--- src/rtl/rpdtp_pkg.sv ---
package rpdtp_pkg;

    localparam int DEF_MAX_WIDTH       = 256;
    localparam int DEF_MAX_HEIGHT      = 128;
    localparam int DEF_CAMERA_DISTANCE = 100;

    localparam int ACC_W    = 48;
    localparam int COEF_W   = 20;
    localparam int MUL_A_W  = 48;
    localparam int MUL_B_W  = 32;
    localparam int MUL_P_W  = 64;
    localparam int NUM_COEF = 9;
    localparam int KIDX_W   = 4;
    localparam int STEP_W   = 6;
    localparam int FRAC_SH  = 14;
    localparam int DIST_SH  = 18;

    localparam logic [STEP_W-1:0] STEP_Z_LAST = 6'd26;
    localparam logic [STEP_W-1:0] STEP_NY     = 6'd28;
    localparam logic [STEP_W-1:0] STEP_IDX    = 6'd29;
    localparam logic [STEP_W-1:0] STEP_LAST   = 6'd32;

    localparam logic [MUL_B_W-1:0] ONE_Q14 = 32'd16384;
    localparam logic [31:0]        KEY_MAX = 32'hFFFF_FFFF;
    localparam logic [31:0]        D2_SAT  = 32'hFFFF_FFFE;

    typedef enum logic [1:0] {
        KIND_PLOT  = 2'd0,
        KIND_CLEAR = 2'd1,
        KIND_READ  = 2'd2
    } kind_t;

    typedef struct packed {
        kind_t              kind;
        logic signed [15:0] point_x;
        logic signed [15:0] point_y;
        logic signed [15:0] point_z;
        logic [7:0]         glyph;
        logic [14:0]        cell_address;
    } in_item_t;

    typedef struct packed {
        logic        written;
        logic        out_of_view;
        logic [14:0] hit_address;
        logic [7:0]  read_glyph;
    } out_item_t;

    typedef enum logic [2:0] {
        REG_ANGLE_A  = 3'd0,
        REG_ANGLE_B  = 3'd1,
        REG_ANGLE_C  = 3'd2,
        REG_CENTER_X = 3'd3,
        REG_CENTER_Y = 3'd4,
        REG_CENTER_Z = 3'd5,
        REG_SCREEN_W = 3'd6,
        REG_SCREEN_H = 3'd7
    } reg_idx_t;

    typedef enum logic [3:0] {
        ST_IDLE,
        ST_MUL_GO,
        ST_MUL_WAIT,
        ST_ZCHK,
        ST_DIV_GO,
        ST_DIV_WAIT,
        ST_RANGE,
        ST_CELL,
        ST_MEM_RD,
        ST_MEM_CHK,
        ST_DONE
    } state_t;

    typedef enum logic [4:0] {
        A_SA, A_CA, A_SB, A_CB, A_SASB, A_CASB,
        A_DX, A_DY, A_DZ, A_CX, A_CY, A_CZ,
        A_XX, A_YY, A_ROW, A_QX, A_QY, A_QZ
    } src_a_t;

    typedef enum logic [3:0] {
        B_SB, B_CB, B_SC, B_CC, B_ONE, B_K, B_DIST, B_WIDTH, B_QX, B_QY, B_QZ
    } src_b_t;

    typedef enum logic [3:0] {
        DST_SASB, DST_CASB, DST_K, DST_XX, DST_YY, DST_ZZ,
        DST_NX, DST_NY, DST_IDX, DST_D2
    } dst_t;

    typedef enum logic [1:0] {
        MODE_SET,
        MODE_ADD,
        MODE_SUB
    } acc_mode_t;

    typedef struct packed {
        src_a_t             a;
        src_b_t             b;
        logic               shr14;
        dst_t               dst;
        logic [KIDX_W-1:0]  kidx;
        acc_mode_t          mode;
    } op_t;

    // multiply sequence: matrix entries, rotation, projection numerators,
    // cell index, squared distance
    function automatic op_t step_op(input logic [STEP_W-1:0] step);
        op_t op;
        case (step)
            6'd0:  op = '{A_SA,   B_SB,    1'b1, DST_SASB, 4'd0, MODE_SET};
            6'd1:  op = '{A_CA,   B_SB,    1'b1, DST_CASB, 4'd0, MODE_SET};
            6'd2:  op = '{A_CB,   B_CC,    1'b1, DST_K,    4'd0, MODE_SET};
            6'd3:  op = '{A_SASB, B_CC,    1'b1, DST_K,    4'd1, MODE_SET};
            6'd4:  op = '{A_CA,   B_SC,    1'b1, DST_K,    4'd1, MODE_ADD};
            6'd5:  op = '{A_SA,   B_SC,    1'b1, DST_K,    4'd2, MODE_SET};
            6'd6:  op = '{A_CASB, B_CC,    1'b1, DST_K,    4'd2, MODE_SUB};
            6'd7:  op = '{A_CB,   B_SC,    1'b1, DST_K,    4'd3, MODE_SET};
            6'd8:  op = '{A_CA,   B_CC,    1'b1, DST_K,    4'd4, MODE_SET};
            6'd9:  op = '{A_SASB, B_SC,    1'b1, DST_K,    4'd4, MODE_SUB};
            6'd10: op = '{A_SA,   B_CC,    1'b1, DST_K,    4'd5, MODE_SET};
            6'd11: op = '{A_CASB, B_SC,    1'b1, DST_K,    4'd5, MODE_ADD};
            6'd12: op = '{A_SB,   B_ONE,   1'b1, DST_K,    4'd6, MODE_SET};
            6'd13: op = '{A_SA,   B_CB,    1'b1, DST_K,    4'd7, MODE_SET};
            6'd14: op = '{A_CA,   B_CB,    1'b1, DST_K,    4'd8, MODE_SET};
            6'd15: op = '{A_CX,   B_ONE,   1'b0, DST_XX,   4'd0, MODE_SET};
            6'd16: op = '{A_DX,   B_K,     1'b0, DST_XX,   4'd0, MODE_ADD};
            6'd17: op = '{A_DY,   B_K,     1'b0, DST_XX,   4'd1, MODE_ADD};
            6'd18: op = '{A_DZ,   B_K,     1'b0, DST_XX,   4'd2, MODE_ADD};
            6'd19: op = '{A_CY,   B_ONE,   1'b0, DST_YY,   4'd0, MODE_SET};
            6'd20: op = '{A_DX,   B_K,     1'b0, DST_YY,   4'd3, MODE_SUB};
            6'd21: op = '{A_DY,   B_K,     1'b0, DST_YY,   4'd4, MODE_ADD};
            6'd22: op = '{A_DZ,   B_K,     1'b0, DST_YY,   4'd5, MODE_ADD};
            6'd23: op = '{A_CZ,   B_ONE,   1'b0, DST_ZZ,   4'd0, MODE_SET};
            6'd24: op = '{A_DX,   B_K,     1'b0, DST_ZZ,   4'd6, MODE_ADD};
            6'd25: op = '{A_DY,   B_K,     1'b0, DST_ZZ,   4'd7, MODE_SUB};
            6'd26: op = '{A_DZ,   B_K,     1'b0, DST_ZZ,   4'd8, MODE_ADD};
            6'd27: op = '{A_XX,   B_DIST,  1'b0, DST_NX,   4'd0, MODE_SET};
            6'd28: op = '{A_YY,   B_DIST,  1'b0, DST_NY,   4'd0, MODE_SET};
            6'd29: op = '{A_ROW,  B_WIDTH, 1'b0, DST_IDX,  4'd0, MODE_SET};
            6'd30: op = '{A_QX,   B_QX,    1'b0, DST_D2,   4'd0, MODE_SET};
            6'd31: op = '{A_QY,   B_QY,    1'b0, DST_D2,   4'd0, MODE_ADD};
            6'd32: op = '{A_QZ,   B_QZ,    1'b0, DST_D2,   4'd0, MODE_ADD};
            default: op = '{A_SA, B_SB,    1'b0, DST_D2,   4'd0, MODE_SET};
        endcase
        return op;
    endfunction

endpackage

--- src/rtl/rpdtp_div.sv ---
module rpdtp_div
    import rpdtp_pkg::*;
#(
    parameter int W = ACC_W
) (
    input  logic                aclk,
    input  logic                aresetn,
    input  logic                start,
    input  logic signed [W-1:0] num,
    input  logic [W-1:0]        den,
    output logic                done,
    output logic signed [W-1:0] quo
);

    localparam int CNT_W = $clog2(W);
    localparam logic [CNT_W-1:0] CNT_LAST = CNT_W'(W - 1);

    logic [W:0]       rem_reg, rem_next;
    logic [W-1:0]     nq_reg, nq_next;
    logic [W-1:0]     den_reg, den_next;
    logic             neg_reg, neg_next;
    logic [CNT_W-1:0] cnt_reg, cnt_next;
    logic             run_reg, run_next;
    logic             done_reg, done_next;
    logic [W:0]       rem_sh;
    logic [W:0]       rem_sub;

    always_comb begin
        rem_next  = rem_reg;
        nq_next   = nq_reg;
        den_next  = den_reg;
        neg_next  = neg_reg;
        cnt_next  = cnt_reg;
        run_next  = run_reg;
        done_next = 1'b0;
        rem_sh    = {rem_reg[W-1:0], nq_reg[W-1]};
        rem_sub   = rem_sh - {1'b0, den_reg};
        if (start) begin
            neg_next = num[W-1];
            nq_next  = num[W-1] ? W'(-num) : W'(num);
            den_next = den;
            rem_next = '0;
            cnt_next = '0;
            run_next = 1'b1;
        end else if (run_reg) begin
            if (!rem_sub[W]) begin
                rem_next = rem_sub;
                nq_next  = {nq_reg[W-2:0], 1'b1};
            end else begin
                rem_next = rem_sh;
                nq_next  = {nq_reg[W-2:0], 1'b0};
            end
            cnt_next = cnt_reg + 1'b1;
            if (cnt_reg == CNT_LAST) begin
                run_next  = 1'b0;
                done_next = 1'b1;
            end
        end
    end

    always_ff @(posedge aclk) begin
        if (!aresetn) begin
            run_reg  <= 1'b0;
            done_reg <= 1'b0;
            cnt_reg  <= '0;
        end else begin
            run_reg  <= run_next;
            done_reg <= done_next;
            cnt_reg  <= cnt_next;
        end
        rem_reg <= rem_next;
        nq_reg  <= nq_next;
        den_reg <= den_next;
        neg_reg <= neg_next;
    end

    // truncation toward zero
    assign quo  = neg_reg ? -$signed(nq_reg) : $signed(nq_reg);
    assign done = done_reg;

endmodule

--- config.mk ---
export PLATFORM = sky130hd
export DESIGN_NAME = rpdtp_div
export DESIGN_NICKNAME = d
export VERILOG_FILES = /design/src/rtl/rpdtp_pkg.sv /design/src/rtl/rpdtp_div.sv
export SDC_FILE = /design/constraint.sdc
export NUM_CORES = 1
export LEC_CHECK = 0
export ABC_CLOCK_PERIOD_IN_PS = 5050
export BUFFER_PORTS_ARGS = -buffer_cell sky130_fd_sc_hd__clkbuf_2
export CAP_MARGIN = 0
export CORE_UTILIZATION = 60
export CTS_BUF_LIST = sky130_fd_sc_hd__clkbuf_8
export DETAILED_ROUTE_END_ITERATION = 12
export GPL_ROUTABILITY_DRIVEN = 0
export GPL_TIMING_DRIVEN = 0
export PLACE_DENSITY = 0.9
export SETUP_SLACK_MARGIN = 0.15
export SLEW_MARGIN = 20
export SYNTH_ARGS = -nofsm -noshare
export SYNTH_HDL_FRONTEND = slang
export SYNTH_SLANG_ARGS = --single-unit
--- constraint.sdc ---
create_clock -name aclk -period 5.05 [get_ports aclk]
set_clock_uncertainty 0.15 [all_clocks]
set_input_delay 0.2525 -clock aclk [delete_from_list [all_inputs] [get_ports aclk]]
set_output_delay 0.2525 -clock aclk [all_outputs]
set_load 0.02 [all_outputs]
==> key figures <==
Run status
  • Status: finished, final reports clean

STA
  • Fmax: 209 MHz
  • Final hold vios: 0
  • Final setup fails: 0
  • Setup TNS: 0 ps
  • Relative slew slack: 39.2%
  • Slew @ Worst Pin: 901 ps
  • Unrepaired setup endpoints after global routing: false
  • Fin crit share: 94.7%
  • Minimum clock period: 4780 ps
  • Count of pins over their slew limit: 0

Synthesis
  • #FFs+latches synth: 153
  • Compound-gate portion of the synthesized area: 22.1%
  • Syn_area_per_cell: 8.64 µm²
  • Synthesized cell area: 10,800 µm²
  • Simple-gate share of the synthesized area: 17.9%
  • Mux share of post-synthesis cell area: 1.54%
  • Number of synthesized flops with an enable pin: 97
  • Fraction of registers with async set or reset after synthesis: 0%
  • Netlist cell types: 61
  • Part of the Yosys area used for sequential elements: 37.3%
  • Yosys warns: 0
  • Synth Area in Adders: 6.08%
  • Post-Syn Instances: 1,253
  • Post-synth net total: 1,404
  • Main combinational cell family by area after synthesis: compound AO/OA/AOI/OAI gates
  • Xor-xnor portion of the synthesized cell area: 10.7%
  • Ys flop type: edfxtp_1

Route
  • Drt wl/cell: 17.8 µm
  • Pre-antenna DRT Iters: 6
  • ANT nets after route: 0
  • Vias per cell: 6.34
  • 1st-iter DRT viols: 1,126
  • DRC: 0
  • Post-Route WL: 30.5 mm
  • Routed via count: 10,900

Power
  • P_leak: 5.10 nW
  • Worst vdd ir: 0.240 mV
  • Power Density: 299 nW/µm²

Placement
  • Area after DPL: 11,900 µm²
  • HPWL after detailed placement: 22.0 mm
  • Port Buffer Count: 147

Layout
  • Ant diodes: 0
  • Layout net count: 1,627
  • Fillers: 1,260
  • Share of layout cells above drive strength 1: 14.5%
  • Area grow syn2layout: 18.5%
  • Post-route cell area: 12,800 µm²

Clock tree
  • CTS tree: done
  • Register clock-pin slew on the reported worst setup and hold paths: 90 ps
  • Worst skew pair latency: 480 ps
  • CTS root buf: clkbuf_8
  • TritonCTS Buffers: 17
  • Clock tree sinks: 153
  • Max Root-Sink Buffers: 2
  • CTS HTree Levels: 4

Critical path
  • Critical path class: flop to output pin
  • Critical Path Sink Type: output pin
  • Cell mode on critical path: or4_4
  • Max incr delay on CP: 570 ps
  • Slowest cell on the critical path: or4_4
  • WP data required: 4650 ps
  • Worst Path Arrival: 4380 ps
  • CP max FO: 5
  • Crit-path leading delay family: simple AND/OR/NAND/NOR gates
  • WP buf/inv: 1
  • Startpoint types: flop
  • Cell Chain, Critical Path: or4_4 -> or4_4 -> and4bb_2 -> nand3b_1 -> or3_4 -> or4_1 -> or4_4 -> o41ai_2 -> xnor2_1 -> clkbuf_2

Job
  • MaxCap Viol Count: 0

Global routing
  • Largest net degree at the start of global routing: 51
  • GRT Util Overall: 33.4%
  • First-pass GRT wire length: 48.7 mm
  • Initial antenna violation count: 0
  • Vias in the first global route: 10,200
  • Grt ovf: 0

Floorplan
  • Core area: 17,500 µm²
  • Starting density of the core: 62.0%
  • Cell Rows: 48
  • Total Die Area: 18,600 µm²
  • Die X: 136 µm
  • IO Pins: 148
  • Height of the die: 136 µm

Min path
  • Worst Hold Class: primary input to flop
[cell usage in the layout, fill, tap and decap left out, types with 4 or more instances in the layout]
cell / n
inv_1: 62
nand3_1: 55
buf_4: 6
a311oi_1: 43
o311ai_0: 4
nor3_1: 20
mux2_2: 13
xor2_1: 55
and2_1: 9
o21ai_0: 103
o21a_1: 7
nor2b_1: 6
nand4_1: 20
o311a_1: 4
nor2_1: 129
inv_6: 5
a2111oi_0: 4
nand2b_1: 12
clkbuf_8: 17
or3_1: 16
o211ai_1: 9
o41ai_1: 14
clkinv_2: 4
clkbuf_2: 146
o21bai_1: 6
or4_1: 13
edfxtp_1: 97
nor4_1: 7
dfxtp_1: 56
clkbuf_1: 60
buf_1: 6
a21oi_1: 101
a21o_1: 20
nand2_1: 88
ha_1: 51
dlygate4sd3_1: 51
and3_1: 7
xnor2_1: 77
o31ai_1: 26
or2_2: 5
[metal layers]
layer  track usage (%)  share of wire (%)  up-vias
li1                  -                  -     5075
met1              40.4                 39     4995
met2              57.4                 48      700
met3              5.74                9.4      103
met4              16.1                3.3        0
met5                 0                  0        -
[cell families after synthesis]
group                      count (synthesis)
adders and majority gates                 52
DFF                                      153
AOI/OAI and AO/OA                        370
muxes                                     15
xor gates and xnor gates                 132
buffers and inverters                    129
and+or+nand+nor                          402
[tightest hold or removal path, cell delays in order]
cell      delay [ps]
clkbuf_2          90
xor2_1            60
a21oi_1          130
[power breakdown]
part           leakage [nW]  switching, mW  internal [mW]
Combinational          3.47          0.787          0.506
Clock                 0.209          0.523          0.451
Sequential             1.42          0.108           1.47
Total                  5.10           1.42           2.42
[synth_stat cells, types with 17 or more instances]
library cell / instances / area [µm²]
ha_1: 51 / 638
nand3_1: 55 / 275
dfxtp_1: 56 / 1120
a21oi_1: 101 / 505
nand2_1: 89 / 334
edfxtp_1: 97 / 2910
nor2_1: 129 / 484
nor3_1: 20 / 100
xor2_1: 55 / 482
clkbuf_1: 60 / 225
o31ai_1: 26 / 195
or3_1: 17 / 106
o21ai_0: 104 / 521
a311oi_1: 43 / 377
inv_1: 62 / 233
nand4_1: 20 / 125
a21o_1: 20 / 150
xnor2_1: 77 / 674
[path summary, 6_finish.rpt]
check / start / slack (ps) / cells past startpoint / to
hold / removal: num[18] / 30 / 3 / nq_reg[18]
hold reg to reg: rem_reg[28] / 350 / 2 / rem_reg[28]
setup / recovery: nq_reg[18] / 270 / 10 / quo[45]
setup reg to reg: nq_reg[47] / 540 / 15 / rem_reg[41]
[area by class of cell]
class | instances | area (µm²) | area share [%]
Buffer | 67 | 255 | 1.99
Clock inverter | 15 | 164 | 1.28
Timing Repair Buffer | 204 | 1310 | 10.2
Inverter | 62 | 233 | 1.81
Sequential cell | 153 | 4030 | 31.4
Clock buffer | 17 | 234 | 1.82
Multi-Input combinational cell | 971 | 6320 | 49.2
Tap cell | 225 | 282 | 2.19
[per-stage QoR]
step	power, mW	util [%]	setup WS [ps]	std cells	hold slack [ps]
final	3.84	73.4	269	1714	26.8
after detailed placement	2.81	68.0	397	1626	281
after floorplan	2.44	-	1110	1253	201
after CTS	3.80	73.2	193	1709	7.42
after global placement	2.77	67.8	541	1625	279
after global routing	4.02	73.4	109	1714	54.4
[what timing repair did]
item | CTS | global route
buffers inserted | 0 | 5
gates resized for setup | 0 | 4
endpoints found under the setup margin | 0 | 40
hold buffers | 51 | 0
endpoints found under the hold margin | 55 | 0
Note: power is estimated with default switching activity, not from simulation.
