`src/rtl/rpdtp_pkg.sv`:
```
package rpdtp_pkg;

    localparam int DEF_MAX_WIDTH       = 256;
    localparam int DEF_MAX_HEIGHT      = 128;
    localparam int DEF_CAMERA_DISTANCE = 100;

    localparam int ACC_W    = 48;
    localparam int COEF_W   = 20;
    localparam int MUL_A_W  = 48;
    localparam int MUL_B_W  = 32;
    localparam int MUL_P_W  = 64;
    localparam int NUM_COEF = 9;
    localparam int KIDX_W   = 4;
    localparam int STEP_W   = 6;
    localparam int FRAC_SH  = 14;
    localparam int DIST_SH  = 18;

    localparam logic [STEP_W-1:0] STEP_Z_LAST = 6'd26;
    localparam logic [STEP_W-1:0] STEP_NY     = 6'd28;
    localparam logic [STEP_W-1:0] STEP_IDX    = 6'd29;
    localparam logic [STEP_W-1:0] STEP_LAST   = 6'd32;

    localparam logic [MUL_B_W-1:0] ONE_Q14 = 32'd16384;
    localparam logic [31:0]        KEY_MAX = 32'hFFFF_FFFF;
    localparam logic [31:0]        D2_SAT  = 32'hFFFF_FFFE;

    typedef enum logic [1:0] {
        KIND_PLOT  = 2'd0,
        KIND_CLEAR = 2'd1,
        KIND_READ  = 2'd2
    } kind_t;

    typedef struct packed {
        kind_t              kind;
        logic signed [15:0] point_x;
        logic signed [15:0] point_y;
        logic signed [15:0] point_z;
        logic [7:0]         glyph;
        logic [14:0]        cell_address;
    } in_item_t;

    typedef struct packed {
        logic        written;
        logic        out_of_view;
        logic [14:0] hit_address;
        logic [7:0]  read_glyph;
    } out_item_t;

    typedef enum logic [2:0] {
        REG_ANGLE_A  = 3'd0,
        REG_ANGLE_B  = 3'd1,
        REG_ANGLE_C  = 3'd2,
        REG_CENTER_X = 3'd3,
        REG_CENTER_Y = 3'd4,
        REG_CENTER_Z = 3'd5,
        REG_SCREEN_W = 3'd6,
        REG_SCREEN_H = 3'd7
    } reg_idx_t;

    typedef enum logic [3:0] {
        ST_IDLE,
        ST_MUL_GO,
        ST_MUL_WAIT,
        ST_ZCHK,
        ST_DIV_GO,
        ST_DIV_WAIT,
        ST_RANGE,
        ST_CELL,
        ST_MEM_RD,
        ST_MEM_CHK,
        ST_DONE
    } state_t;

    typedef enum logic [4:0] {
        A_SA, A_CA, A_SB, A_CB, A_SASB, A_CASB,
        A_DX, A_DY, A_DZ, A_CX, A_CY, A_CZ,
        A_XX, A_YY, A_ROW, A_QX, A_QY, A_QZ
    } src_a_t;

    typedef enum logic [3:0] {
        B_SB, B_CB, B_SC, B_CC, B_ONE, B_K, B_DIST, B_WIDTH, B_QX, B_QY, B_QZ
    } src_b_t;

    typedef enum logic [3:0] {
        DST_SASB, DST_CASB, DST_K, DST_XX, DST_YY, DST_ZZ,
        DST_NX, DST_NY, DST_IDX, DST_D2
    } dst_t;

    typedef enum logic [1:0] {
        MODE_SET,
        MODE_ADD,
        MODE_SUB
    } acc_mode_t;

    typedef struct packed {
        src_a_t             a;
        src_b_t             b;
        logic               shr14;
        dst_t               dst;
        logic [KIDX_W-1:0]  kidx;
        acc_mode_t          mode;
    } op_t;

    // multiply sequence: matrix entries, rotation, projection numerators,
    // cell index, squared distance
    function automatic op_t step_op(input logic [STEP_W-1:0] step);
        op_t op;
        case (step)
            6'd0:  op = '{A_SA,   B_SB,    1'b1, DST_SASB, 4'd0, MODE_SET};
            6'd1:  op = '{A_CA,   B_SB,    1'b1, DST_CASB, 4'd0, MODE_SET};
            6'd2:  op = '{A_CB,   B_CC,    1'b1, DST_K,    4'd0, MODE_SET};
            6'd3:  op = '{A_SASB, B_CC,    1'b1, DST_K,    4'd1, MODE_SET};
            6'd4:  op = '{A_CA,   B_SC,    1'b1, DST_K,    4'd1, MODE_ADD};
            6'd5:  op = '{A_SA,   B_SC,    1'b1, DST_K,    4'd2, MODE_SET};
            6'd6:  op = '{A_CASB, B_CC,    1'b1, DST_K,    4'd2, MODE_SUB};
            6'd7:  op = '{A_CB,   B_SC,    1'b1, DST_K,    4'd3, MODE_SET};
            6'd8:  op = '{A_CA,   B_CC,    1'b1, DST_K,    4'd4, MODE_SET};
            6'd9:  op = '{A_SASB, B_SC,    1'b1, DST_K,    4'd4, MODE_SUB};
            6'd10: op = '{A_SA,   B_CC,    1'b1, DST_K,    4'd5, MODE_SET};
            6'd11: op = '{A_CASB, B_SC,    1'b1, DST_K,    4'd5, MODE_ADD};
            6'd12: op = '{A_SB,   B_ONE,   1'b1, DST_K,    4'd6, MODE_SET};
            6'd13: op = '{A_SA,   B_CB,    1'b1, DST_K,    4'd7, MODE_SET};
            6'd14: op = '{A_CA,   B_CB,    1'b1, DST_K,    4'd8, MODE_SET};
            6'd15: op = '{A_CX,   B_ONE,   1'b0, DST_XX,   4'd0, MODE_SET};
            6'd16: op = '{A_DX,   B_K,     1'b0, DST_XX,   4'd0, MODE_ADD};
            6'd17: op = '{A_DY,   B_K,     1'b0, DST_XX,   4'd1, MODE_ADD};
            6'd18: op = '{A_DZ,   B_K,     1'b0, DST_XX,   4'd2, MODE_ADD};
            6'd19: op = '{A_CY,   B_ONE,   1'b0, DST_YY,   4'd0, MODE_SET};
            6'd20: op = '{A_DX,   B_K,     1'b0, DST_YY,   4'd3, MODE_SUB};
            6'd21: op = '{A_DY,   B_K,     1'b0, DST_YY,   4'd4, MODE_ADD};
            6'd22: op = '{A_DZ,   B_K,     1'b0, DST_YY,   4'd5, MODE_ADD};
            6'd23: op = '{A_CZ,   B_ONE,   1'b0, DST_ZZ,   4'd0, MODE_SET};
            6'd24: op = '{A_DX,   B_K,     1'b0, DST_ZZ,   4'd6, MODE_ADD};
            6'd25: op = '{A_DY,   B_K,     1'b0, DST_ZZ,   4'd7, MODE_SUB};
            6'd26: op = '{A_DZ,   B_K,     1'b0, DST_ZZ,   4'd8, MODE_ADD};
            6'd27: op = '{A_XX,   B_DIST,  1'b0, DST_NX,   4'd0, MODE_SET};
            6'd28: op = '{A_YY,   B_DIST,  1'b0, DST_NY,   4'd0, MODE_SET};
            6'd29: op = '{A_ROW,  B_WIDTH, 1'b0, DST_IDX,  4'd0, MODE_SET};
            6'd30: op = '{A_QX,   B_QX,    1'b0, DST_D2,   4'd0, MODE_SET};
            6'd31: op = '{A_QY,   B_QY,    1'b0, DST_D2,   4'd0, MODE_ADD};
            6'd32: op = '{A_QZ,   B_QZ,    1'b0, DST_D2,   4'd0, MODE_ADD};
            default: op = '{A_SA, B_SB,    1'b0, DST_D2,   4'd0, MODE_SET};
        endcase
        return op;
    endfunction

endpackage

```
`src/rtl/rpdtp_mul.sv`:
```
module rpdtp_mul
    import rpdtp_pkg::*;
#(
    parameter int A_W = MUL_A_W,
    parameter int B_W = MUL_B_W,
    parameter int P_W = MUL_P_W
) (
    input  logic                  aclk,
    input  logic                  aresetn,
    input  logic                  start,
    input  logic signed [A_W-1:0] a,
    input  logic signed [B_W-1:0] b,
    output logic                  done,
    output logic signed [P_W-1:0] product
);

    localparam int CNT_W = $clog2(B_W);
    localparam logic [CNT_W-1:0] CNT_LAST = CNT_W'(B_W - 1);

    logic signed [P_W-1:0] acc_reg, acc_next;
    logic signed [P_W-1:0] a_sh_reg, a_sh_next;
    logic [B_W-1:0]        b_sh_reg, b_sh_next;
    logic [CNT_W-1:0]      cnt_reg, cnt_next;
    logic                  run_reg, run_next;
    logic                  done_reg, done_next;
    logic signed [P_W-1:0] addend;

    always_comb begin
        acc_next  = acc_reg;
        a_sh_next = a_sh_reg;
        b_sh_next = b_sh_reg;
        cnt_next  = cnt_reg;
        run_next  = run_reg;
        done_next = 1'b0;
        addend    = b_sh_reg[0] ? a_sh_reg : '0;
        if (start) begin
            acc_next  = '0;
            a_sh_next = P_W'(a);
            b_sh_next = b;
            cnt_next  = '0;
            run_next  = 1'b1;
        end else if (run_reg) begin
            // top bit of b carries negative weight
            if (cnt_reg == CNT_LAST) begin
                acc_next  = acc_reg - addend;
                run_next  = 1'b0;
                done_next = 1'b1;
            end else begin
                acc_next = acc_reg + addend;
            end
            a_sh_next = a_sh_reg <<< 1;
            b_sh_next = b_sh_reg >> 1;
            cnt_next  = cnt_reg + 1'b1;
        end
    end

    always_ff @(posedge aclk) begin
        if (!aresetn) begin
            run_reg  <= 1'b0;
            done_reg <= 1'b0;
            cnt_reg  <= '0;
        end else begin
            run_reg  <= run_next;
            done_reg <= done_next;
            cnt_reg  <= cnt_next;
        end
        acc_reg  <= acc_next;
        a_sh_reg <= a_sh_next;
        b_sh_reg <= b_sh_next;
    end

    assign done    = done_reg;
    assign product = acc_reg;

endmodule

```
`config.mk`:
```
export PLATFORM = sky130hd
export DESIGN_NAME = rpdtp_mul
export DESIGN_NICKNAME = d
export VERILOG_FILES = /design/src/rtl/rpdtp_pkg.sv /design/src/rtl/rpdtp_mul.sv
export SDC_FILE = /design/constraint.sdc
export NUM_CORES = 1
export LEC_CHECK = 0
export ABC_AREA = 1
export CORE_MARGIN = 2
export CORE_UTILIZATION = 55
export CTS_BUF_LIST = sky130_fd_sc_hd__clkbuf_4 sky130_fd_sc_hd__clkbuf_8 sky130_fd_sc_hd__clkbuf_16
export DETAILED_ROUTE_END_ITERATION = 8
export DONT_BUFFER_PORTS = 1
export PLACE_DENSITY = 0.75
export SLEW_MARGIN = 25
export SYNTH_ARGS = -nofsm -noshare
export SYNTH_HDL_FRONTEND = slang
export SYNTH_SLANG_ARGS = --single-unit
export TNS_END_PERCENT = 30
```
`constraint.sdc`:
```
create_clock -name aclk -period 6.35 [get_ports aclk]
set_input_delay 0.3175 -clock aclk [delete_from_list [all_inputs] [get_ports aclk]]
set_output_delay 0.3175 -clock aclk [all_outputs]
set_load 0.005 [all_outputs]
```
==> impl_table.tex, run 1 <==
\begin{tabular}{lr}
\hline
Metric & Value \\
\hline
\multicolumn{2}{l}{\textbf{Clock tree}} \\
Longest Clk Path Bufs & 2 \\
Number of clock sinks seen by CTS & 167 \\
Number of gates given a new drive strength after cts & 0 \\
Clock latency at the later pin of the worst-skew pair & 440 ps \\
CTS tree & done \\
Post CTS Setup Buffer Count & 0 \\
Cell at the root of the clock tree & clkbuf\_16 \\
CTS buffer count & 17 \\
Clock Pin Slew Worst Setup and Hold Paths & around 80 ps \\
Number of levels the H-tree was split into & 4 \\
Hold\_buf cts & 0 \\
\multicolumn{2}{l}{\textbf{GRT}} \\
Global-route wire length before repair & approximately 67000 um \\
Global routing usage on met2 & 0.520 \\
GR Layer Usage met1 & 0.456 \\
Number of antenna violations at the first check in global routing & 0 \\
Total global routing overflow & 0 \\
GRT busiest layer & met2 \\
Maximum number of pins on one net before global-route repair & 121 \\
GR Util met3 & 0.0433 \\
Overall fraction of global-route tracks in use & 0.327 \\
Vias in the first global route & 12700 \\
\multicolumn{2}{l}{\textbf{Critical path}} \\
Endpoint arrival time on the critical path & 4890 ps \\
Reg-to-Reg End & product[54] \\
Crit path cell chain & ha\_1 -> nand2\_1 -> nor2\_1 -> ha\_1 -> buf\_4 -> inv\_1 -> buf\_4 -> nand2\_1 -> nand2\_1 -> nor2\_1 -> o21ai\_1 -> xor2\_1 -> ha\_1 -> nand2\_1 -> nor2\_1 -> inv\_1 -> nor2\_1 -> inv\_1 -> nor2\_1 -> nand3\_1 -> nand3\_1 -> nand3\_1 -> nand2\_1 -> inv\_1 \\
Cell family contributing the most delay on the critical path & simple AND/OR/NAND/NOR gates \\
Data required time at the worst endpoint & $\sim$6700 ps \\
Slowest cell delay on critical path & 430 ps \\
Critical Path Source Type & flop \\
Reg2Reg Depth & 24 \\
Worst setup EP type & flop \\
Critical path type & flop to flop \\
Critical register-to-register path startpoint & cnt\_reg[1] \\
Standard cell with the maximum stage delay on the critical path & ha\_1 \\
Crit path buffers/inverters & 6 \\
Worst reg-to-reg setup slack & roughly 1800 ps \\
Critical Path Fanout Max & 26 \\
\multicolumn{2}{l}{\textbf{Final layout}} \\
Number of diodes added for antenna fixing & 0 \\
FF+latch area & 4310 sq um \\
Count of placed standard cells in the final layout, fillers left out & 2486 \\
Share of cells above drive strength 1 & 0.0538 \\
Total of fill cells in the finished design & 2476 \\
Area growth syn-to-layout & 6.06\% \\
Post-layout nets & 2293 \\
Area of the multi-input gates & just over 8000 sq um \\
\multicolumn{2}{l}{\textbf{Synthesis}} \\
Portion of the post-synthesis area used by sequential elements & 0.311 \\
Count of different cell masters after synthesis & 49 \\
Main area contributors after synthesis & edfxtp\_1 (21\%), nand2\_1 (20\%), dfxtp\_1 (10\%), nor2\_1 (7.8\%), inv\_1 (7.7\%) \\
Summed instance area of the synthesized netlist & 13800 sq um \\
Syn Nets & 2316 \\
Number of instances in the synthesized netlist & 2166 \\
Total of flip-flops plus latches after synthesis & 167 \\
Top cells by count, synth & nand2\_1 (752), nor2\_1 (288), inv\_1 (284) \\
Most frequent cell after synthesis & nand2\_1 \\
Count of synthesis-stage warnings from yosys & 0 \\
Library cell with the largest summed area after synthesis & edfxtp\_1 \\
Number of flops mapped to enable cells by yosys & 96 \\
Async SR Flop Fraction & 0 \\
Predominant post-synthesis flop cell & edfxtp\_1 \\
Mean cell area of the mapped netlist & 6.38 sq um \\
Top-area cell type share of the netlist area & 0.209 \\
\multicolumn{2}{l}{\textbf{Hold path}} \\
Kind of path behind the tightest hold check & input port to flop \\
Startpoint of the most critical hold path & start \\
Hold path depth & 3 \\
Sink of the worst hold path & product[51] \\
\multicolumn{2}{l}{\textbf{Job}} \\
Max capacitance violation total & 0 \\
\multicolumn{2}{l}{\textbf{Outcome}} \\
Run status & finished, final reports clean \\
\multicolumn{2}{l}{\textbf{Timing}} \\
Slew Limit Headroom & 0.437 \\
Final Cycle Share & 0.718 \\
Actual slew at the worst max-slew pin & 845 ps \\
Final setup violation count & 0 \\
Max Fclk & 0.219 GHz \\
Final Slew Violations & 0 \\
Final-report hold violation count & 0 \\
Setup skew after layout & 17.0 ps \\
Time the worst path needs with I/O delays and setup & $\sim$4600 ps \\
Setup repair after global routing missed its margin & false \\
Sum of negative setup slack & 0 ps \\
\multicolumn{2}{l}{\textbf{Die}} \\
Floorplan die area & $\sim$26000 sq um \\
Die Ht & 163 um \\
Core ar. & 24900 sq um \\
Effective utilization at floorplan & 0.555 \\
Horizontal extent of the die & 163 um \\
Number of placed I/O pins & 148 \\
\# rows & 58 \\
\multicolumn{2}{l}{\textbf{Drt}} \\
\# DRC & 0 \\
Routed vias & between 10000 and 15000 \\
Antenna Nets Post-Route & 0 \\
First-pass iteration count of the detailed router & 7 \\
Final Routed Wirelength & 43000 um \\
Detailed router's first-iteration violation count & 1232 \\
Routed len/inst & 17.3 um \\
Via density & 5.51 \\
\multicolumn{2}{l}{\textbf{Place}} \\
Global placer's final weighted congestion & between 1 and 1.5 \\
Cell total after placement & between 2000 and 2500 \\
Detailed placer's ending HPWL & approximately 34000 um \\
Quantity of I/O buffers inserted on ports & 0 \\
\multicolumn{2}{l}{\textbf{Pwr}} \\
VDD IR-drop max & 0.156 mV \\
Ratio of total power to cell area & 238 nW/um\^{}2 \\
P\_leak & 7.40 nW \\
\hline
\end{tabular}
cells by family after synthesis:
| family | after synthesis | share of synthesized area |
|---|---|---|
| buf+inv | 345 | 0.0989 |
| simple gates | 1240 | 0.371 |
| xor+xnor | 76 | 0.0482 |
| compound gates | 271 | 0.109 |
| fa+ha+maj | 67 | 0.0612 |
| flops | 167 | 0.311 |
worst reg2reg max path, stage by stage (launching register included):
cell and delay (ps):
dfxtp_1 380, ha_1 180, nand2_1 60, nor2_1 120, ha_1 160, buf_4 300
inv_1 360, buf_4 290, nand2_1 120, nand2_1 110, nor2_1 250, o21ai_1 130
xor2_1 200, ha_1 430, nand2_1 140, nor2_1 170, inv_1 70, nor2_1 180
inv_1 90, nor2_1 220, nand3_1 180, nand3_1 120, nand3_1 80, nand2_1 70
inv_1 30
cells in the final DEF (no fill, tap or decap), types with 12 or more instances in the layout:
master       n
dfxtp_1     70
xnor2_1     29
inv_1      282
nor3_1      16
nand4_1     15
a21oi_1    110
clkbuf_16   17
nor2_1     288
nor2_2      12
o21ai_0     97
xor2_1      47
nand3_1     91
nand2_2     28
o21bai_1    21
ha_1        66
edfxtp_1    96
nand2_1    752
per-stage QoR:
step	power (mW)	setup slack, ps	utilization	hold WS, ps	area [sq um]
floorplan	2.14	2810	-	444	13800
global placement	2.38	1800	0.564	455	14000
detailed placement	2.40	1820	0.564	459	14000
CTS	3.47	1780	0.588	24.2	14600
global route	3.68	1370	0.589	23.6	14700
finish	3.49	1790	0.589	37.9	14700
worst max-delay path by stage:
stage / from / end / slack [ps] / cells past startpoint
after floorplan: cnt_reg[1] / product[35] / 2810 / 25
after global placement: cnt_reg[1] / product[54] / 1800 / 24
after detailed placement: cnt_reg[1] / product[54] / 1820 / 24
after CTS: cnt_reg[1] / product[54] / 1780 / 24
after global routing: cnt_reg[1] / product[54] / 1370 / 24
final: cnt_reg[1] / product[54] / 1790 / 24
layout make-up:
type | instances | area share
clock inverter | 14 | 0.0108
inverter | 291 | 0.0747
clock buffer | 18 | 0.0295
timing repair buffer | 12 | 0.00700
tap | 330 | 0.0282
multi-input combinational | 1654 | 0.556
sequential | 167 | 0.294
power breakdown:
| part | internal [mW] | switching [mW] | leakage [nW] |
|---|---|---|---|
| Clock | 0.566 | 0.521 | 0.289 |
| Combinational | 0.337 | 0.683 | 5.54 |
| Sequential | 1.27 | 0.112 | 1.57 |
| Total | 2.17 | 1.32 | 7.40 |
routing by layer:
metal  wire length, um  vias to the layer above  share of wire
met5                 0                        -              0
met4              1400                        0          0.032
met3              3610                       89          0.084
met2             18900                      657           0.44
met1             19100                     6128           0.44
li1                  -                     6813              -
(Power assumes the default switching activity.)
==> run 2, diff against run 1 <==
Clock period 6.35 ns to 4.7 ns, I/O delays scaled along.
==> run 2 against run 1 <==
Non-clock buffer count is 80 higher; via count is 2.4% higher; hold slack worse by 36 ps; maximum frequency is 5.3% higher; routed wire length is 5.4% higher; cell count is 3.2% higher; highest routed layer unchanged; largest cell class unchanged.
==> impl_table.tex, run 2 (synthesis gave the netlist of run 1 again) <==
\begin{tabular}{lr}
\hline
Metric & Value \\
\hline
\multicolumn{2}{l}{\textbf{Critical path}} \\
Crit path buffers/inverters & 7 \\
Worst reg-to-reg setup slack & 370 ps \\
Data required time at the worst endpoint & a little over 5000 ps \\
Cell with the most instances on the worst path & inv\_1 \\
Slowest cell delay on critical path & 440 ps \\
Standard cell with the maximum stage delay on the critical path & edfxtp\_1 \\
Endpoint arrival time on the critical path & 4670 ps \\
Worst setup EP type & flop \\
Critical Path Source Type & flop \\
Critical Path Fanout Max & 25 \\
Cell family contributing the most delay on the critical path & simple AND/OR/NAND/NOR gates \\
Critical path type & flop to flop \\
\multicolumn{2}{l}{\textbf{Pwr}} \\
P\_leak & 7.76 nW \\
Ratio of total power to cell area & about 310 nW/um\^{}2 \\
Post-route total power & 4.85 mW \\
VDD IR-drop max & 0.247 mV \\
\multicolumn{2}{l}{\textbf{Timing}} \\
Max Fclk & $\sim$0.23 GHz \\
Final-report hold violation count & 0 \\
Setup skew after layout & 24.8 ps \\
Final setup violation count & 0 \\
Sum of negative setup slack & 0 ps \\
Minimum setup slack in the final design & $\sim$370 ps \\
Slew Limit Headroom & 0.355 \\
Final Slew Violations & 0 \\
Time the worst path needs with I/O delays and setup & 4330 ps \\
Setup repair after global routing missed its margin & false \\
Final hold slack & 2.36 ps \\
Final Cycle Share & 0.921 \\
Actual slew at the worst max-slew pin & 968 ps \\
\multicolumn{2}{l}{\textbf{Clock tree}} \\
Post CTS Setup Buffer Count & 0 \\
CTS buffer count & 17 \\
Clock latency at the later pin of the worst-skew pair & 450 ps \\
Number of levels the H-tree was split into & 4 \\
Number of clock sinks seen by CTS & $\sim$170 \\
CTS tree & done \\
Clock Pin Slew Worst Setup and Hold Paths & 90 ps \\
Cell at the root of the clock tree & clkbuf\_16 \\
Longest Clk Path Bufs & 2 \\
\multicolumn{2}{l}{\textbf{Drt}} \\
\# DRC & 0 \\
Via density & 5.46 \\
Antenna Nets Post-Route & 0 \\
Routed len/inst & 17.7 um \\
Routed vias & 14000 \\
First-pass iteration count of the detailed router & 6 \\
Final Routed Wirelength & 45300 um \\
Detailed router's first-iteration violation count & $\sim$1400 \\
\multicolumn{2}{l}{\textbf{Final layout}} \\
Final core occ & 0.623 \\
Area growth syn-to-layout & 12.2\% \\
Count of placed standard cells in the final layout, fillers left out & about 2600 \\
FF+latch area & 4310 sq um \\
Share of cells above drive strength 1 & 0.0568 \\
Total of fill cells in the finished design & between 2000 and 2500 \\
Post-layout nets & 2373 \\
Number of diodes added for antenna fixing & 0 \\
Area of the multi-input gates & 8150 sq um \\
Leading cell type in the layout, fill and taps excluded & nand2\_1 \\
Most frequent cells in the layout & nand2\_1 (752), nor2\_1 (287), inv\_1 (282), a21oi\_1 (110) \\
Final Cell Area & 15500 sq um \\
\multicolumn{2}{l}{\textbf{GRT}} \\
Total global routing overflow & 0 \\
Global-route wire length before repair & around 70000 um \\
Number of antenna violations at the first check in global routing & 0 \\
Vias in the first global route & $\sim$13000 \\
Maximum number of pins on one net before global-route repair & between 90 and 100 \\
Overall fraction of global-route tracks in use & 0.342 \\
\multicolumn{2}{l}{\textbf{Die}} \\
Horizontal extent of the die & 163 um \\
Number of placed I/O pins & 148 \\
Die Ht & about 160 um \\
\# rows & 58 \\
Core ar. & approximately 25000 sq um \\
Effective utilization at floorplan & 0.555 \\
Floorplan die area & 26400 sq um \\
\multicolumn{2}{l}{\textbf{Place}} \\
Total cell area at the placement stage & between 10000 and 15000 sq um \\
Quantity of I/O buffers inserted on ports & 0 \\
Detailed placer's ending HPWL & 34100 um \\
Cell total after placement & 2462 \\
Global placer's final weighted congestion & 1.02 \\
Post-place setup slack & 419 ps \\
\multicolumn{2}{l}{\textbf{Outcome}} \\
Run status & finished, final reports clean \\
\multicolumn{2}{l}{\textbf{Job}} \\
Max capacitance violation total & 0 \\
\multicolumn{2}{l}{\textbf{Hold path}} \\
Kind of path behind the tightest hold check & input port to flop \\
\hline
\end{tabular}
-- run 2: power by group --
group	total [mW]	switching [mW]	leakage [nW]	internal [mW]
sequential	1.85	0.135	1.57	1.72
clock	1.54	0.761	0.302	0.776
combinational	1.46	0.963	5.89	0.502
total	4.85	1.86	7.76	2.99
-- run 2: path summary, 6_finish.rpt --
check	from	to	cells after the start
worst max-delay path	b_sh_reg[0]	product[58]	27
worst min-delay path	a[14]	a_sh_reg[14]	2
worst max register to register	b_sh_reg[0]	product[58]	27
worst min register to register	cnt_reg[4]	cnt_reg[4]	2
-- run 2: cell type report --
class,instances,share of cell area
Timing Repair Buffer,92,0.0583
Clock inverter,15,0.0133
Clock buffer,17,0.0274
Sequential cell,167,0.278
Multi-Input combinational cell,1654,0.526
Tap cell,330,0.0266
Inverter,291,0.0706
-- run 2: what timing repair did --
item	in CTS	in global routing
hold endpoints to repair	108	0
endpoints found under the setup margin	0	1
resized for setup	0	1
hold buffers	72	0
-- run 2: per-layer routing --
metal	GRT usage	up-vias	routed length (um)
met3	0.0430	86	3260
met4	0.134	0	1590
met1	0.457	6373	19700
met2	0.566	590	20800
li1	-	6971	-
met5	0	-	0
==> run 3, diff against run 2 <==
==> constraint.sdc (replaced) <==
create_clock -name aclk -period 4.7 [get_ports aclk]
set_input_delay 0.94 -clock aclk [delete_from_list [all_inputs] [get_ports aclk]]
set_output_delay 0.94 -clock aclk [all_outputs]
set_load 0.005 [all_outputs]
==> run 3 against run 2 <==
Sequential power is essentially flat; clock skew shrank 1.7 ps; maximum frequency grew 1.4%; routed wire length shrank 2.5%; combinational power shrank 4%; clock power shrank 3%; critical path type unchanged; largest power group unchanged; design area shrank 4.7%; critical endpoint unchanged; power shrank 2.1%; die area is the same; non-clock buffer count shrank 68.
==> impl_table.tex, run 3 (synthesis gave the netlist of run 1 again) <==
\begin{tabular}{lr}
\hline
Metric & Value \\
\hline
\multicolumn{2}{l}{\textbf{Critical path}} \\
Critical Path Source Type & flop \\
Endpoint arrival time on the critical path & between 4000 and 5000 ps \\
Worst reg-to-reg setup slack & $\sim$430 ps \\
Critical path type & flop to flop \\
Data required time at the worst endpoint & approximately 5000 ps \\
Worst setup EP type & flop \\
Critical Path Fanout Max & 22 \\
\multicolumn{2}{l}{\textbf{Timing}} \\
Max Fclk & 0.234 GHz \\
Setup skew after layout & 23.1 ps \\
Final-report hold violation count & 0 \\
Final Cycle Share & 0.909 \\
Minimum setup slack in the final design & 428 ps \\
Time the worst path needs with I/O delays and setup & 4270 ps \\
Final Slew Violations & 0 \\
Final hold slack & 485 ps \\
Actual slew at the worst max-slew pin & 881 ps \\
Slew Limit Headroom & 0.413 \\
Final setup violation count & 0 \\
Sum of negative setup slack & 0 ps \\
Setup repair after global routing missed its margin & false \\
\multicolumn{2}{l}{\textbf{Clock tree}} \\
Clock latency at the later pin of the worst-skew pair & 450 ps \\
Number of clock sinks seen by CTS & 167 \\
CTS tree & done \\
Number of gates given a new drive strength after cts & 0 \\
CTS buffer count & 17 \\
Clock Pin Slew Worst Setup and Hold Paths & around 80 ps \\
Cell at the root of the clock tree & clkbuf\_16 \\
Longest Clk Path Bufs & 2 \\
Post CTS Setup Buffer Count & 0 \\
Hold\_buf cts & 0 \\
Number of levels the H-tree was split into & 4 \\
\multicolumn{2}{l}{\textbf{GRT}} \\
Overall fraction of global-route tracks in use & 0.333 \\
Number of antenna violations at the first check in global routing & 0 \\
GR Util met3 & 0.0413 \\
GRT busiest layer & met2 \\
Vias in the first global route & 13000 \\
Maximum number of pins on one net before global-route repair & 121 \\
GR Layer Usage met1 & 0.453 \\
Total global routing overflow & 0 \\
Global routing usage on met2 & 0.551 \\
Global-route wire length before repair & 67900 um \\
\multicolumn{2}{l}{\textbf{Final layout}} \\
Final core occ & 0.593 \\
Leading cell type in the layout, fill and taps excluded & nand2\_1 \\
Total of fill cells in the finished design & 2501 \\
Post-layout nets & 2305 \\
Area growth syn-to-layout & 6.88\% \\
Number of diodes added for antenna fixing & 0 \\
Area of the multi-input gates & 8150 sq um \\
Most frequent cells in the layout & nand2\_1 (752), nor2\_1 (287), inv\_1 (282), a21oi\_1 (110), o21ai\_0 (97) \\
FF+latch area & 4310 sq um \\
Final Cell Area & 14800 sq um \\
Share of cells above drive strength 1 & 0.0600 \\
Count of placed standard cells in the final layout, fillers left out & 2498 \\
\multicolumn{2}{l}{\textbf{Pwr}} \\
VDD IR-drop max & 0.297 mV \\
Ratio of total power to cell area & 322 nW/um\^{}2 \\
Post-route total power & around 4.8 mW \\
P\_leak & 7.47 nW \\
\multicolumn{2}{l}{\textbf{Die}} \\
Horizontal extent of the die & around 160 um \\
Floorplan die area & approximately 26000 sq um \\
\# rows & 58 \\
Die Ht & 163 um \\
Effective utilization at floorplan & 0.555 \\
Number of placed I/O pins & 148 \\
Core ar. & 24900 sq um \\
\multicolumn{2}{l}{\textbf{Place}} \\
Global placer's final weighted congestion & between 0.9 and 1 \\
Total cell area at the placement stage & 14200 sq um \\
Quantity of I/O buffers inserted on ports & 0 \\
Detailed placer's ending HPWL & about 35000 um \\
Post-place setup slack & 503 ps \\
Cell total after placement & 2466 \\
\multicolumn{2}{l}{\textbf{Drt}} \\
Detailed router's first-iteration violation count & about 1300 \\
Via density & 5.50 \\
\# DRC & 0 \\
Routed len/inst & 17.7 um \\
Routed vias & 13700 \\
First-pass iteration count of the detailed router & 6 \\
Antenna Nets Post-Route & 0 \\
Final Routed Wirelength & between 40000 and 50000 um \\
\multicolumn{2}{l}{\textbf{Job}} \\
Max capacitance violation total & 0 \\
\multicolumn{2}{l}{\textbf{Outcome}} \\
Run status & finished, final reports clean \\
\multicolumn{2}{l}{\textbf{Hold path}} \\
Kind of path behind the tightest hold check & flop to flop \\
\hline
\end{tabular}
run 3: cell types whose count changed in the layout (fill, tap and decap cells not counted), sizes merged:
cell	before	now
dlygate4sd3	71	0
inv	294	298
buf	21	24
clkinv	10	8
bufinv	1	0
clkinvlp	1	0
run 3: final cells by class:
cell class / instances / area share
well taps: 330 / 0.0279
clock buffers: 17 / 0.0288
multi-input cells: 1654 / 0.552
repair buffers: 24 / 0.0141
flip-flops and latches: 167 / 0.292
inverters: 291 / 0.0741
clock inverters: 15 / 0.0115
run 3: worst max-delay path, stage by stage (launching register included):
cell      delay [ps]
edfxtp_1         420
buf_12           180
nand2_2           80
ha_1             180
nand2_2           90
nor2_4           110
nand3b_4         100
nor2_4           190
nand3b_4         130
inv_2             70
nand2_2           80
o21ai_2          240
nand2_1          100
xnor2_1          150
inv_1             60
ha_1             400
nand2_1          140
nor2_1           160
inv_1             80
nor2_1           150
inv_1             70
o21ai_0          460
a21oi_1          120
buf_4            160
nand3_1           60
nand3_1           80
nand2_1           90
inv_1             30
run 3: layer usage:
| metal | share of wire | up-vias |
|---|---|---|
| met5 | 0 | - |
| met4 | 0.032 | 0 |
| met3 | 0.067 | 71 |
| met2 | 0.45 | 526 |
| met1 | 0.45 | 6314 |
| li1 | - | 6826 |
run 3: final timing paths:
kind,from,endpoint,cells past startpoint
setup / recovery,b_sh_reg[0],product[58],27
hold / removal,cnt_reg[4],cnt_reg[4],2
setup reg to reg,b_sh_reg[0],product[58],27
hold reg to reg,cnt_reg[4],cnt_reg[4],2
run 3: where the power goes:
part / leakage [nW] / switching, mW / total (mW) / internal, mW
Clock: 0.293 / 0.767 / 1.49 / 0.724
Combinational: 5.61 / 0.940 / 1.40 / 0.464
Sequential: 1.57 / 0.141 / 1.86 / 1.72
